### config.mk
export PLATFORM = sky130hd
export DESIGN_NAME = radiotap_header_parser_top_flat
export DESIGN_NICKNAME = d
export VERILOG_FILES = /design/src/hw/rtl/rhp_pkg.sv /design/src/hw/rtl/rhp_byte_if.sv /design/src/hw/rtl/rhp_result_if.sv /design/src/hw/rtl/radiotap_header_parser_top.sv /design/src/flat_wrapper.sv
export VERILOG_INCLUDE_DIRS = /design/src /design/src/hw/rtl
export SDC_FILE = /design/constraint.sdc
export NUM_CORES = 2
export LEC_CHECK = 0
export ABC_CLOCK_PERIOD_IN_PS = 25600
export CELL_PAD_IN_SITES_DETAIL_PLACEMENT = 1
export CELL_PAD_IN_SITES_GLOBAL_PLACEMENT = 1
export CORE_MARGIN = 2
export CORE_UTILIZATION = 40
export DETAILED_ROUTE_END_ITERATION = 6
export DONT_BUFFER_PORTS = 1
export HOLD_SLACK_MARGIN = 0.06
export MAX_ROUTING_LAYER = met4
export PLACE_DENSITY = 0.65
export SLEW_MARGIN = 20
export SYNTH_ARGS = -nofsm -noshare
export SYNTH_HDL_FRONTEND = slang
export SYNTH_SLANG_ARGS = --single-unit
### constraint.sdc
create_clock -name clk -period 25.6 [get_ports clk]
set_input_delay 3.84 -clock clk [delete_from_list [all_inputs] [get_ports clk]]
set_output_delay 3.84 -clock clk [all_outputs]
set_load 0.05 [all_outputs]
### src/hw/rtl/assert_macros.svh
// Assertion helpers for the RTL files.
`ifndef ASSERT_MACROS_SVH
`define ASSERT_MACROS_SVH

// Plain property, sampled on the rising clock edge, off during reset.
`define RHP_ASSERT(label, clk, rst, prop) \
  label: assert property (@(posedge clk) disable iff (rst) (prop)) \
    else $error("radiotap parser check failed");

// Same-cycle implication.
`define RHP_ASSERT_IMPL(label, clk, rst, ante, cons) \
  label: assert property (@(posedge clk) disable iff (rst) (ante) |-> (cons)) \
    else $error("radiotap parser check failed");

// Next-cycle implication.
`define RHP_ASSERT_NEXT(label, clk, rst, ante, cons) \
  label: assert property (@(posedge clk) disable iff (rst) (ante) |=> (cons)) \
    else $error("radiotap parser check failed");

`endif

### src/hw/rtl/rhp_pkg.sv
package rhp_pkg;

  typedef enum logic [2:0] {
    ST_OK,
    ST_UNKNOWN,
    ST_TRUNC,
    ST_OVERRUN,
    ST_SHORT
  } status_t;

  // Presence bits that are walked; anything from here up stops the walk.
  localparam logic [4:0] KnownFields = 5'd14;

  // Field ids that are kept
  localparam logic [3:0] F_TSFT    = 4'd0;
  localparam logic [3:0] F_FLAGS   = 4'd1;
  localparam logic [3:0] F_RATE    = 4'd2;
  localparam logic [3:0] F_CHANNEL = 4'd3;
  localparam logic [3:0] F_SIGNAL  = 4'd5;
  localparam logic [3:0] F_NOISE   = 4'd6;

  localparam logic [15:0] MinLength = 16'd8;

  // Frequency landmarks in MHz
  localparam logic [15:0] FreqCh14  = 16'd2484;
  localparam logic [15:0] Base2g    = 16'd2407;
  localparam logic [15:0] BaseHi2g  = 16'd2512;
  localparam logic [15:0] Base4g    = 16'd4000;
  localparam logic [15:0] Split49   = 16'd4900;
  localparam logic [15:0] SafetyLo  = 16'd4940;
  localparam logic [15:0] SafetyHi  = 16'd4990;
  localparam logic [15:0] Base5g    = 16'd5000;

  // Reciprocal of 5, exact with an 18-bit shift for 16-bit dividends
  localparam logic [33:0] RecipFive = 34'd52429;

  typedef struct packed {
    logic [7:0]  version;
    logic [15:0] length;
    logic [31:0] present;
    logic [63:0] tsft;
    logic [7:0]  flags;
    logic [6:0]  rate;
    logic [15:0] freq;
    logic [15:0] chan_flags;
    logic        chan_valid;
    logic [7:0]  signal;
    logic [7:0]  noise;
    status_t     status;
  } summary_t;

  // Byte size of each known field; ids above the table fall back to the first.
  function automatic logic [3:0] field_size(input logic [3:0] id);
    logic [3:0] s;
    unique case (id) inside
      4'd0, 4'd14, 4'd15:   s = 4'd8;
      4'd3:                 s = 4'd4;
      4'd4, [4'd7:4'd9]:    s = 4'd2;
      default:              s = 4'd1;
    endcase
    return s;
  endfunction

endpackage

### src/hw/rtl/rhp_byte_if.sv
interface rhp_byte_if;
  logic       valid;
  logic       ready;
  logic [7:0] data_byte;
  logic       first_byte;
  logic       last_byte;

  modport source (output valid, data_byte, first_byte, last_byte, input ready);
  modport sink   (input valid, data_byte, first_byte, last_byte, output ready);
endinterface

### src/hw/rtl/rhp_result_if.sv
interface rhp_result_if;
  import rhp_pkg::*;

  logic               valid;
  logic               ready;
  logic [7:0]         header_version;
  logic [15:0]        header_length;
  logic [31:0]        present_word;
  logic [63:0]        mac_timestamp;
  logic [7:0]         radio_flags;
  logic [6:0]         rate_half_mbps;
  logic [15:0]        channel_freq;
  logic [15:0]        channel_type;
  logic signed [14:0] channel_number;
  logic signed [7:0]  signal_dbm;
  logic signed [7:0]  noise_dbm;
  status_t            status;

  modport source (
    output valid, header_version, header_length, present_word, mac_timestamp,
           radio_flags, rate_half_mbps, channel_freq, channel_type,
           channel_number, signal_dbm, noise_dbm, status,
    input  ready
  );
  modport sink (
    input  valid, header_version, header_length, present_word, mac_timestamp,
           radio_flags, rate_half_mbps, channel_freq, channel_type,
           channel_number, signal_dbm, noise_dbm, status,
    output ready
  );
endinterface

### src/hw/rtl/radiotap_header_parser_top.sv
// Radiotap header parser.
// frame: capture bytes in order, one request per byte; first_byte restarts
//   the parse, last_byte marks the end of the frame. Bytes after the header
//   walk has ended are taken and dropped until the next first_byte.
// summary: one request per frame with the header fields, the derived IEEE
//   channel number and a status code (ok, unknown field, truncated, overrun,
//   short length).
// Throughput: one byte per cycle while frame.ready is high; each byte updates
//   the parse registers in the cycle it is taken, with the presence-bit
//   priority pick and the field bound compare as the longest path.
// Result path: the byte that ends the walk loads the parse register stage,
//   and the channel stage registers the summary from it; the divide-by-5
//   reciprocal multiply sets that stage.
// Stall: a finished summary waits at the output while parsing goes on; a
//   second one waits in the stage behind it, and only then is frame.ready
//   dropped.
// Reset (rst, synchronous): parse state clears, both result stages empty,
//   and the block waits for a byte with first_byte set.
`include "assert_macros.svh"

module radiotap_header_parser_top (
  input  logic                clk,
  input  logic                rst,
  rhp_byte_if.sink            frame,
  rhp_result_if.source        summary
);
  import rhp_pkg::*;

  typedef enum logic [2:0] {
    CH_NONE,
    CH_FOURTEEN,
    CH_LOW,
    CH_MID,
    CH_SAFE,
    CH_OFF4000,
    CH_OFF5000
  } ch_mode_t;

  // parse state
  logic [15:0] byte_index, byte_index_next;
  logic [15:0] length_reg, length_reg_next;
  logic [7:0]  version_reg, version_reg_next;
  logic [31:0] present_reg, present_reg_next;
  logic [31:0] pending_bits, pending_bits_next;
  logic [3:0]  field_id, field_id_next;
  logic [3:0]  field_byte_count, field_byte_count_next;
  logic [63:0] field_shift, field_shift_next;
  logic [63:0] tsft_reg, tsft_reg_next;
  logic [7:0]  flags_reg, flags_reg_next;
  logic [6:0]  rate_reg, rate_reg_next;
  logic [15:0] chan_freq_reg, chan_freq_reg_next;
  logic [15:0] chan_flags_reg, chan_flags_reg_next;
  logic        chan_valid, chan_valid_next;
  logic [7:0]  signal_reg, signal_reg_next;
  logic [7:0]  noise_reg, noise_reg_next;
  logic        header_done, header_done_next;

  logic        accept;
  logic        done;
  status_t     status_res;
  logic [15:0] idx;
  logic [3:0]  cur_size;
  logic [3:0]  count_inc;
  logic        walk_go;
  logic [31:0] walk_src;
  logic [4:0]  walk_bit;
  logic [3:0]  walk_size;

  // result stages
  logic        s1_valid;
  summary_t    s1;
  logic        out_valid;
  summary_t    out_q;
  logic signed [14:0] out_chan;
  logic        out_free;
  logic        s1_free;

  // channel stage
  ch_mode_t    ch_mode;
  logic        ch_safety;
  logic [15:0] ch_base;
  logic signed [17:0] ch_num;
  logic [16:0] ch_mag;
  logic [33:0] ch_prod;
  logic [15:0] ch_q5;
  logic [15:0] ch_q;
  logic signed [15:0] ch_signed;
  logic [5:0]  ch_d;
  logic [11:0] ch_d13;
  logic [5:0]  ch_rem;
  logic signed [15:0] ch_val;

  function automatic logic [4:0] lowest_bit(input logic [31:0] v);
    logic [4:0] r;
    r = '0;
    for (int i = 31; i >= 0; i--) begin
      if (v[i]) r = 5'(i);
    end
    return r;
  endfunction

  assign out_free    = !out_valid || summary.ready;
  assign s1_free     = !s1_valid || out_free;
  assign frame.ready = s1_free;
  assign accept      = frame.valid && frame.ready;

  always_comb begin
    byte_index_next       = byte_index;
    length_reg_next       = length_reg;
    version_reg_next      = version_reg;
    present_reg_next      = present_reg;
    pending_bits_next     = pending_bits;
    field_id_next         = field_id;
    field_byte_count_next = field_byte_count;
    field_shift_next      = field_shift;
    tsft_reg_next         = tsft_reg;
    flags_reg_next        = flags_reg;
    rate_reg_next         = rate_reg;
    chan_freq_reg_next    = chan_freq_reg;
    chan_flags_reg_next   = chan_flags_reg;
    chan_valid_next       = chan_valid;
    signal_reg_next       = signal_reg;
    noise_reg_next        = noise_reg;
    header_done_next      = header_done;
    done       = 1'b0;
    status_res = ST_OK;
    idx        = '0;
    cur_size   = '0;
    count_inc  = '0;
    walk_go    = 1'b0;
    walk_src   = '0;
    walk_bit   = '0;
    walk_size  = '0;

    if (accept && frame.first_byte) begin
      byte_index_next       = '0;
      length_reg_next       = '0;
      version_reg_next      = '0;
      present_reg_next      = '0;
      pending_bits_next     = '0;
      field_id_next         = '0;
      field_byte_count_next = '0;
      field_shift_next      = '0;
      tsft_reg_next         = '0;
      flags_reg_next        = '0;
      rate_reg_next         = '0;
      chan_freq_reg_next    = '0;
      chan_flags_reg_next   = '0;
      chan_valid_next       = 1'b0;
      signal_reg_next       = '0;
      noise_reg_next        = '0;
      header_done_next      = 1'b0;
    end

    if (accept && (frame.first_byte || !header_done)) begin
      idx             = byte_index_next;
      byte_index_next = idx + 16'd1;

      if (idx < 16'd8) begin
        case (idx[2:0])
          3'd0: version_reg_next = frame.data_byte;
          3'd1: ;
          3'd2: length_reg_next = {8'h00, frame.data_byte};
          3'd3: length_reg_next = {frame.data_byte, length_reg_next[7:0]};
          default: begin
            present_reg_next = present_reg_next |
              (32'(frame.data_byte) << {idx[1:0], 3'b000});
          end
        endcase
        if (idx[2:0] == 3'd7) begin
          if (length_reg_next < MinLength) begin
            status_res = ST_SHORT;
            done       = 1'b1;
          end else begin
            pending_bits_next = present_reg_next;
            walk_src          = present_reg_next;
            walk_go           = 1'b1;
          end
        end
      end else begin
        cur_size  = field_size(field_id_next);
        count_inc = field_byte_count_next + 4'd1;
        field_shift_next = field_shift_next |
          (64'(frame.data_byte) << {field_byte_count_next[2:0], 3'b000});
        field_byte_count_next = count_inc;
        if (count_inc >= cur_size) begin
          case (field_id_next)
            F_TSFT:  tsft_reg_next  = field_shift_next;
            F_FLAGS: flags_reg_next = field_shift_next[7:0];
            F_RATE:  rate_reg_next  = field_shift_next[6:0];
            F_CHANNEL: begin
              chan_freq_reg_next  = field_shift_next[15:0];
              chan_flags_reg_next = field_shift_next[31:16];
              chan_valid_next     = 1'b1;
            end
            F_SIGNAL: signal_reg_next = field_shift_next[7:0];
            F_NOISE:  noise_reg_next  = field_shift_next[7:0];
            default: ;
          endcase
          pending_bits_next = pending_bits_next & ~(32'd1 << field_id_next);
          walk_src          = pending_bits_next;
          walk_go           = 1'b1;
        end
      end

      // pick the next present field, or end the walk
      if (walk_go) begin
        walk_bit  = lowest_bit(walk_src);
        walk_size = field_size(walk_bit[3:0]);
        if (walk_src == '0) begin
          status_res = ST_OK;
          done       = 1'b1;
        end else if (walk_bit >= KnownFields) begin
          status_res = ST_UNKNOWN;
          done       = 1'b1;
        end else if (({1'b0, byte_index_next} + 17'(walk_size)) >
                     {1'b0, length_reg_next}) begin
          status_res = ST_OVERRUN;
          done       = 1'b1;
        end else begin
          field_id_next         = walk_bit[3:0];
          field_byte_count_next = '0;
          field_shift_next      = '0;
        end
      end

      if (!done && frame.last_byte) begin
        status_res = ST_TRUNC;
        done       = 1'b1;
      end
      if (done) header_done_next = 1'b1;
    end
  end

  always_ff @(posedge clk) begin
    if (rst) begin
      byte_index       <= '0;
      length_reg       <= '0;
      version_reg      <= '0;
      present_reg      <= '0;
      pending_bits     <= '0;
      field_id         <= '0;
      field_byte_count <= '0;
      field_shift      <= '0;
      tsft_reg         <= '0;
      flags_reg        <= '0;
      rate_reg         <= '0;
      chan_freq_reg    <= '0;
      chan_flags_reg   <= '0;
      chan_valid       <= 1'b0;
      signal_reg       <= '0;
      noise_reg        <= '0;
      header_done      <= 1'b1;
    end else begin
      byte_index       <= byte_index_next;
      length_reg       <= length_reg_next;
      version_reg      <= version_reg_next;
      present_reg      <= present_reg_next;
      pending_bits     <= pending_bits_next;
      field_id         <= field_id_next;
      field_byte_count <= field_byte_count_next;
      field_shift      <= field_shift_next;
      tsft_reg         <= tsft_reg_next;
      flags_reg        <= flags_reg_next;
      rate_reg         <= rate_reg_next;
      chan_freq_reg    <= chan_freq_reg_next;
      chan_flags_reg   <= chan_flags_reg_next;
      chan_valid       <= chan_valid_next;
      signal_reg       <= signal_reg_next;
      noise_reg        <= noise_reg_next;
      header_done      <= header_done_next;
    end
  end

  // parse result stage
  always_ff @(posedge clk) begin
    if (rst) begin
      s1_valid <= 1'b0;
    end else if (s1_free) begin
      s1_valid <= done;
    end
    if (done) begin
      s1.version    <= version_reg_next;
      s1.length     <= length_reg_next;
      s1.present    <= present_reg_next;
      s1.tsft       <= tsft_reg_next;
      s1.flags      <= flags_reg_next;
      s1.rate       <= rate_reg_next;
      s1.freq       <= chan_freq_reg_next;
      s1.chan_flags <= chan_flags_reg_next;
      s1.chan_valid <= chan_valid_next;
      s1.signal     <= signal_reg_next;
      s1.noise      <= noise_reg_next;
      s1.status     <= status_res;
    end
  end

  // band rules for the channel number
  always_comb begin
    ch_safety = (s1.freq > SafetyLo) && (s1.freq < SafetyHi);
    if (!s1.chan_valid) begin
      ch_mode = CH_NONE;
    end else if (s1.chan_flags[7]) begin
      if (s1.freq == FreqCh14)     ch_mode = CH_FOURTEEN;
      else if (s1.freq < FreqCh14) ch_mode = CH_LOW;
      else                         ch_mode = CH_MID;
    end else if (s1.chan_flags[8]) begin
      if (ch_safety)               ch_mode = CH_SAFE;
      else if (s1.freq <= Base5g)  ch_mode = CH_OFF4000;
      else                         ch_mode = CH_OFF5000;
    end else if (s1.freq == FreqCh14) begin
      ch_mode = CH_FOURTEEN;
    end else if (s1.freq < FreqCh14) begin
      ch_mode = CH_LOW;
    end else if (s1.freq < Base5g) begin
      if (ch_safety)               ch_mode = CH_SAFE;
      else if (s1.freq > Split49)  ch_mode = CH_OFF4000;
      else                         ch_mode = CH_MID;
    end else begin
      ch_mode = CH_OFF5000;
    end

    case (ch_mode)
      CH_LOW:     ch_base = Base2g;
      CH_MID:     ch_base = BaseHi2g;
      CH_OFF4000: ch_base = Base4g;
      CH_OFF5000: ch_base = Base5g;
      default:    ch_base = '0;
    endcase

    // truncating signed divide: divide the magnitude, restore the sign
    ch_num    = $signed({2'b00, s1.freq}) - $signed({2'b00, ch_base});
    ch_mag    = ch_num[17] ? 17'(-ch_num) : ch_num[16:0];
    ch_prod   = 34'(ch_mag) * RecipFive;
    ch_q5     = ch_prod[33:18];
    ch_q      = (ch_mode == CH_MID) ? {2'b00, ch_q5[15:2]} : ch_q5;
    ch_signed = ch_num[17] ? -$signed(ch_q) : $signed(ch_q);

    // public safety band: twice the offset from 4940, plus one when f mod 5 is 2
    ch_d   = 6'(s1.freq - SafetyLo);
    ch_d13 = 12'(ch_d) * 12'd13;
    ch_rem = ch_d - 6'({ch_d13[11:6], 2'b00}) - ch_d13[11:6];

    case (ch_mode)
      CH_NONE:     ch_val = '0;
      CH_FOURTEEN: ch_val = 16'sd14;
      CH_MID:      ch_val = ch_signed + 16'sd15;
      CH_SAFE:     ch_val = $signed({9'b0, ch_d, 1'b0}) +
                            $signed({15'b0, (ch_rem == 6'd2)});
      default:     ch_val = ch_signed;
    endcase
  end

  // output stage
  always_ff @(posedge clk) begin
    if (rst) begin
      out_valid <= 1'b0;
    end else if (out_free) begin
      out_valid <= s1_valid;
    end
    if (out_free && s1_valid) begin
      out_q    <= s1;
      out_chan <= 15'(ch_val);
    end
  end

  assign summary.valid          = out_valid;
  assign summary.header_version = out_q.version;
  assign summary.header_length  = out_q.length;
  assign summary.present_word   = out_q.present;
  assign summary.mac_timestamp  = out_q.tsft;
  assign summary.radio_flags    = out_q.flags;
  assign summary.rate_half_mbps = out_q.rate;
  assign summary.channel_freq   = out_q.freq;
  assign summary.channel_type   = out_q.chan_flags;
  assign summary.channel_number = out_chan;
  assign summary.signal_dbm     = $signed(out_q.signal);
  assign summary.noise_dbm      = $signed(out_q.noise);
  assign summary.status         = out_q.status;

  `RHP_ASSERT_NEXT(a_done_sets_idle, clk, rst, done, header_done)
  `RHP_ASSERT_IMPL(a_s1_from_byte, clk, rst, $rose(s1_valid), $past(accept))
  `RHP_ASSERT_IMPL(a_field_id_known, clk, rst,
    (!header_done && (byte_index >= MinLength)), ({1'b0, field_id} < KnownFields))
  `RHP_ASSERT_IMPL(a_status_range, clk, rst, summary.valid, summary.status <= ST_SHORT)

endmodule
### src/flat_wrapper.sv
// flat-port wrapper written by rule: the top's interface ports become plain ports
module radiotap_header_parser_top_flat import rhp_pkg::*;
  (clk, rst, frame_valid, frame_data_byte, frame_first_byte, frame_last_byte, frame_ready, summary_valid, summary_header_version, summary_header_length, summary_present_word, summary_mac_timestamp, summary_radio_flags, summary_rate_half_mbps, summary_channel_freq, summary_channel_type, summary_channel_number, summary_signal_dbm, summary_noise_dbm, summary_status, summary_ready);
  rhp_byte_if frame_i ();
  rhp_result_if summary_i ();
  input  logic clk;
  input  logic rst;
  input wire logic [$bits(frame_i.valid)-1:0] frame_valid;
  input wire logic [$bits(frame_i.data_byte)-1:0] frame_data_byte;
  input wire logic [$bits(frame_i.first_byte)-1:0] frame_first_byte;
  input wire logic [$bits(frame_i.last_byte)-1:0] frame_last_byte;
  output wire logic [$bits(frame_i.ready)-1:0] frame_ready;
  output wire logic [$bits(summary_i.valid)-1:0] summary_valid;
  output wire logic [$bits(summary_i.header_version)-1:0] summary_header_version;
  output wire logic [$bits(summary_i.header_length)-1:0] summary_header_length;
  output wire logic [$bits(summary_i.present_word)-1:0] summary_present_word;
  output wire logic [$bits(summary_i.mac_timestamp)-1:0] summary_mac_timestamp;
  output wire logic [$bits(summary_i.radio_flags)-1:0] summary_radio_flags;
  output wire logic [$bits(summary_i.rate_half_mbps)-1:0] summary_rate_half_mbps;
  output wire logic [$bits(summary_i.channel_freq)-1:0] summary_channel_freq;
  output wire logic [$bits(summary_i.channel_type)-1:0] summary_channel_type;
  output wire logic [$bits(summary_i.channel_number)-1:0] summary_channel_number;
  output wire logic [$bits(summary_i.signal_dbm)-1:0] summary_signal_dbm;
  output wire logic [$bits(summary_i.noise_dbm)-1:0] summary_noise_dbm;
  output wire logic [$bits(summary_i.status)-1:0] summary_status;
  input wire logic [$bits(summary_i.ready)-1:0] summary_ready;
  assign frame_i.valid = frame_valid;
  assign frame_i.data_byte = frame_data_byte;
  assign frame_i.first_byte = frame_first_byte;
  assign frame_i.last_byte = frame_last_byte;
  assign frame_ready = frame_i.ready;
  assign summary_valid = summary_i.valid;
  assign summary_header_version = summary_i.header_version;
  assign summary_header_length = summary_i.header_length;
  assign summary_present_word = summary_i.present_word;
  assign summary_mac_timestamp = summary_i.mac_timestamp;
  assign summary_radio_flags = summary_i.radio_flags;
  assign summary_rate_half_mbps = summary_i.rate_half_mbps;
  assign summary_channel_freq = summary_i.channel_freq;
  assign summary_channel_type = summary_i.channel_type;
  assign summary_channel_number = summary_i.channel_number;
  assign summary_signal_dbm = summary_i.signal_dbm;
  assign summary_noise_dbm = summary_i.noise_dbm;
  assign summary_status = summary_i.status;
  assign summary_i.ready = summary_ready;
  radiotap_header_parser_top u_core (.clk(clk), .rst(rst), .frame(frame_i), .summary(summary_i));
endmodule
==> flow_metrics.env <==
export IMPL_cp_num_buf_inv=4
export IMPL_yosysSeqAreaShare_pct=48.43
export IMPL_via_count=26850
export IMPL_dr_pass1_iters=5
export IMPL_reg2reg_setup_slack_ns=11.12
export IMPL_yosysMostFrequentCell="edfxtp_1"
export IMPL_syn_area_um2=36750
export IMPL_ys_ff_latch=695
export IMPL_r2r_start="u_core.s1[49]"
export IMPL_top_register="u_core.s1"
export IMPL_cts_buffers=75
export IMPL_min_delay_path_depth=0
export IMPL_cpMaxStageDelayCell="buf_4"
export IMPL_drt_drc_violations_left=0
export IMPL_min_path_type="register to register"
export IMPL_critPathKind="input pin to register"
export IMPL_wl_um=109600
export IMPL_synthTopCellsByArea="edfxtp_1 (32%), dfxtp_1 (17%), ha_1 (7.0%)"
export IMPL_crit_required_ns=25.85
export IMPL_wire_per_inst_um=23.17
export IMPL_synthArstFlopShare_pct=0
export IMPL_antenna_found_initial=6
export IMPL_netlist_instances=3578
export IMPL_nNetsFinal=3797
export IMPL_clockRootBuffer="clkbuf_16"
export IMPL_ctsResizeCount=0
export IMPL_clockBufferDepth=3
export IMPL_cts_num_sinks=695
export IMPL_synthTopCellsByCount="edfxtp_1 (388), dfxtp_1 (307), nor2_1 (268)"
export IMPL_fp_dieH_um=307.1
export IMPL_final_core_util_pct=44.21
export IMPL_port_buffers=0
export IMPL_grt_total_usage_pct=23.63
export IMPL_cts_tree="built"
export IMPL_clk_latency_ns=0.64
export IMPL_gp_congestion=0.9063
export IMPL_die_x_um=307.1
export IMPL_grt_pass1_vias=27480
export IMPL_finalHoldViolations=0
export IMPL_fillCellCount=10070
export IMPL_clock_skew_ns=0.04037
export IMPL_critPathMaxStageDelay_ns=0.82
export IMPL_slew_violations=0
export IMPL_yosysUniqueCellTypes=101
export IMPL_grt_ovfl_total=0
export IMPL_startpoint_type="input pin"
export IMPL_tns_ns=0
export IMPL_drt_iter0_drc=1801
export IMPL_cts_hold_buf=0
export IMPL_yosys_warnings=0
export IMPL_ant_nets=0
export IMPL_reg2reg_depth=47
export IMPL_critPathMostFrequentCell="a21oi_1"
export IMPL_start_util_pct=40.21
export IMPL_grt_max_degree=283
export IMPL_synth_top_area_share_pct=31.71
export IMPL_pin_count=217
export IMPL_max_slew_margin_pct=26.24
export IMPL_fmax_mhz=64.82
export IMPL_rows=111
export IMPL_dpl_hpwl_um=75680
export IMPL_fin_crit_sh_pct=60.26
export IMPL_rsz0062_at_grt="false"
export IMPL_worst_hold_path_endpoint="u_core.summary.present_word[25]"
export IMPL_synth_top_cell_by_area="edfxtp_1"
export IMPL_area_growth_pct=9.957
export IMPL_drive_above_1_share_pct=6.097
export IMPL_end_kind="register"
export IMPL_period_minus_slack_ns=15.43
export IMPL_postCtsSetupBuffers=0
export IMPL_core_area_um2=91390
export IMPL_status="finished, final reports clean"
export IMPL_grt_pass1_wl_um=167800
export IMPL_tightest_slew_ns=1.106
export IMPL_r2r_end="u_core.summary.channel_number[11]"
export IMPL_cp_max_fo=125
export IMPL_vias_per_cell=5.677
export IMPL_dieArea_um2=94300
export IMPL_cts_max_level=3
export IMPL_synth_ff_type="edfxtp_1"
export IMPL_drv_cap=0
export IMPL_synth_area_per_cell_um2=10.27
export IMPL_arrival_ns=15.68
export IMPL_setup_viol=0
export IMPL_synth_edf_count=388
export IMPL_clk_pin_slew_ns=0.07
export IMPL_largest_reg_flops=187
export IMPL_crit_family="compound AO/OA/AOI/OAI gates"
export IMPL_hold_start="u_core.s1[156]"
-- cell families after synthesis --
kind of cell / Yosys count / share of synthesized area (%)
buffers and inverters: 403 / 4.198
other: 2 / 0.02044
adders and majority gates: 300 / 12.16
AOI/OAI and AO/OA: 865 / 15.65
DFF: 695 / 48.43
xor gates and xnor gates: 97 / 2.312
and+or+nand+nor: 1171 / 15.99
muxes: 45 / 1.243
-- worst max path at each step --
stage | endpoint | cells past startpoint | startpoint
finish | u_core.s1[138] | 42 | summary_ready
detailed placement | u_core.s1[133] | 42 | summary_ready
global route | u_core.s1[138] | 42 | summary_ready
CTS | u_core.s1[138] | 42 | summary_ready
floorplan | u_core.summary.channel_freq[0] | 2 | summary_ready
global placement | u_core.s1[131] | 42 | summary_ready
-- routing by layer --
layer	GRT usage [%]	up-vias	wire, µm
li1	-	12700	-
met1	30.79	13490	49820
met2	38.90	520	53050
met3	3.494	141	4544
met4	5.593	0	2186
met5	-	-	0
-- through the flow --
stage                     hold WS [ns]  cells  cell area (µm²)  setup WS (ns)
after global routing            0.4184   4730            40400          9.300
after CTS                       0.4040   4728            40390          10.28
after detailed placement        0.4056   4591            37800          9.650
final                           0.4103   4730            40400          10.17
after floorplan                 0.4003   3584            36770          6.189
after global placement          0.4014   4591            37800          9.980
-- worst register-to-register path, delay by kind of cell, from the launching register on --
kind | cells | cell delay (ns)
AND/OR/NAND/NOR | 16 | 4.03
AO/OA/AOI/OAI | 16 | 4.49
XOR/XNOR | 2 | 1.00
adder cells (fa/ha/maj) | 9 | 3.69
buffers and inverters | 4 | 0.43
flip-flops | 1 | 0.59
-- placed cells by master (no fill, tap or decap), types with 10 or more instances in the layout --
master and instances:
a21oi_1 170, nor3_1 74, nor3b_1 16, nor2b_1 189, nand2b_1 15, a22o_1 41
mux2i_1 40, or3_1 16, o22a_1 11, xnor2_1 58, ha_1 205, inv_1 187
o31ai_1 19, a21o_1 30, xor2_1 39, o21ai_0 226, clkbuf_16 77, a22oi_1 93
a211oi_1 20, or2_2 13, dfxtp_1 307, and4_1 10, o211ai_1 24, clkbuf_1 18
nor4_1 13, edfxtp_1 388, o22ai_1 28, nand4_1 22, buf_4 34, nand2_1 250
a31oi_1 30, and3_1 20, o21a_1 38, and2_1 17, nor2_1 264, nand3_1 195
a2bb2oi_1 16, fa_1 95
-- cell type report --
class                   count  area, µm²  share of cell area (%)
repair buffers             36      295.3                  0.7308
clock inverters            33      470.5                   1.164
well taps                1186       1484                   3.673
inverters                 189      716.9                   1.774
multi-input cells        2486      17520                   43.36
clock buffers             104       2118                   5.243
flip-flops and latches    695      17800                   44.05
diodes                      1      2.502                0.006193
Power is not shown: default switching activity piles up to over one toggle a cycle in this logic, so the estimate is an artifact.
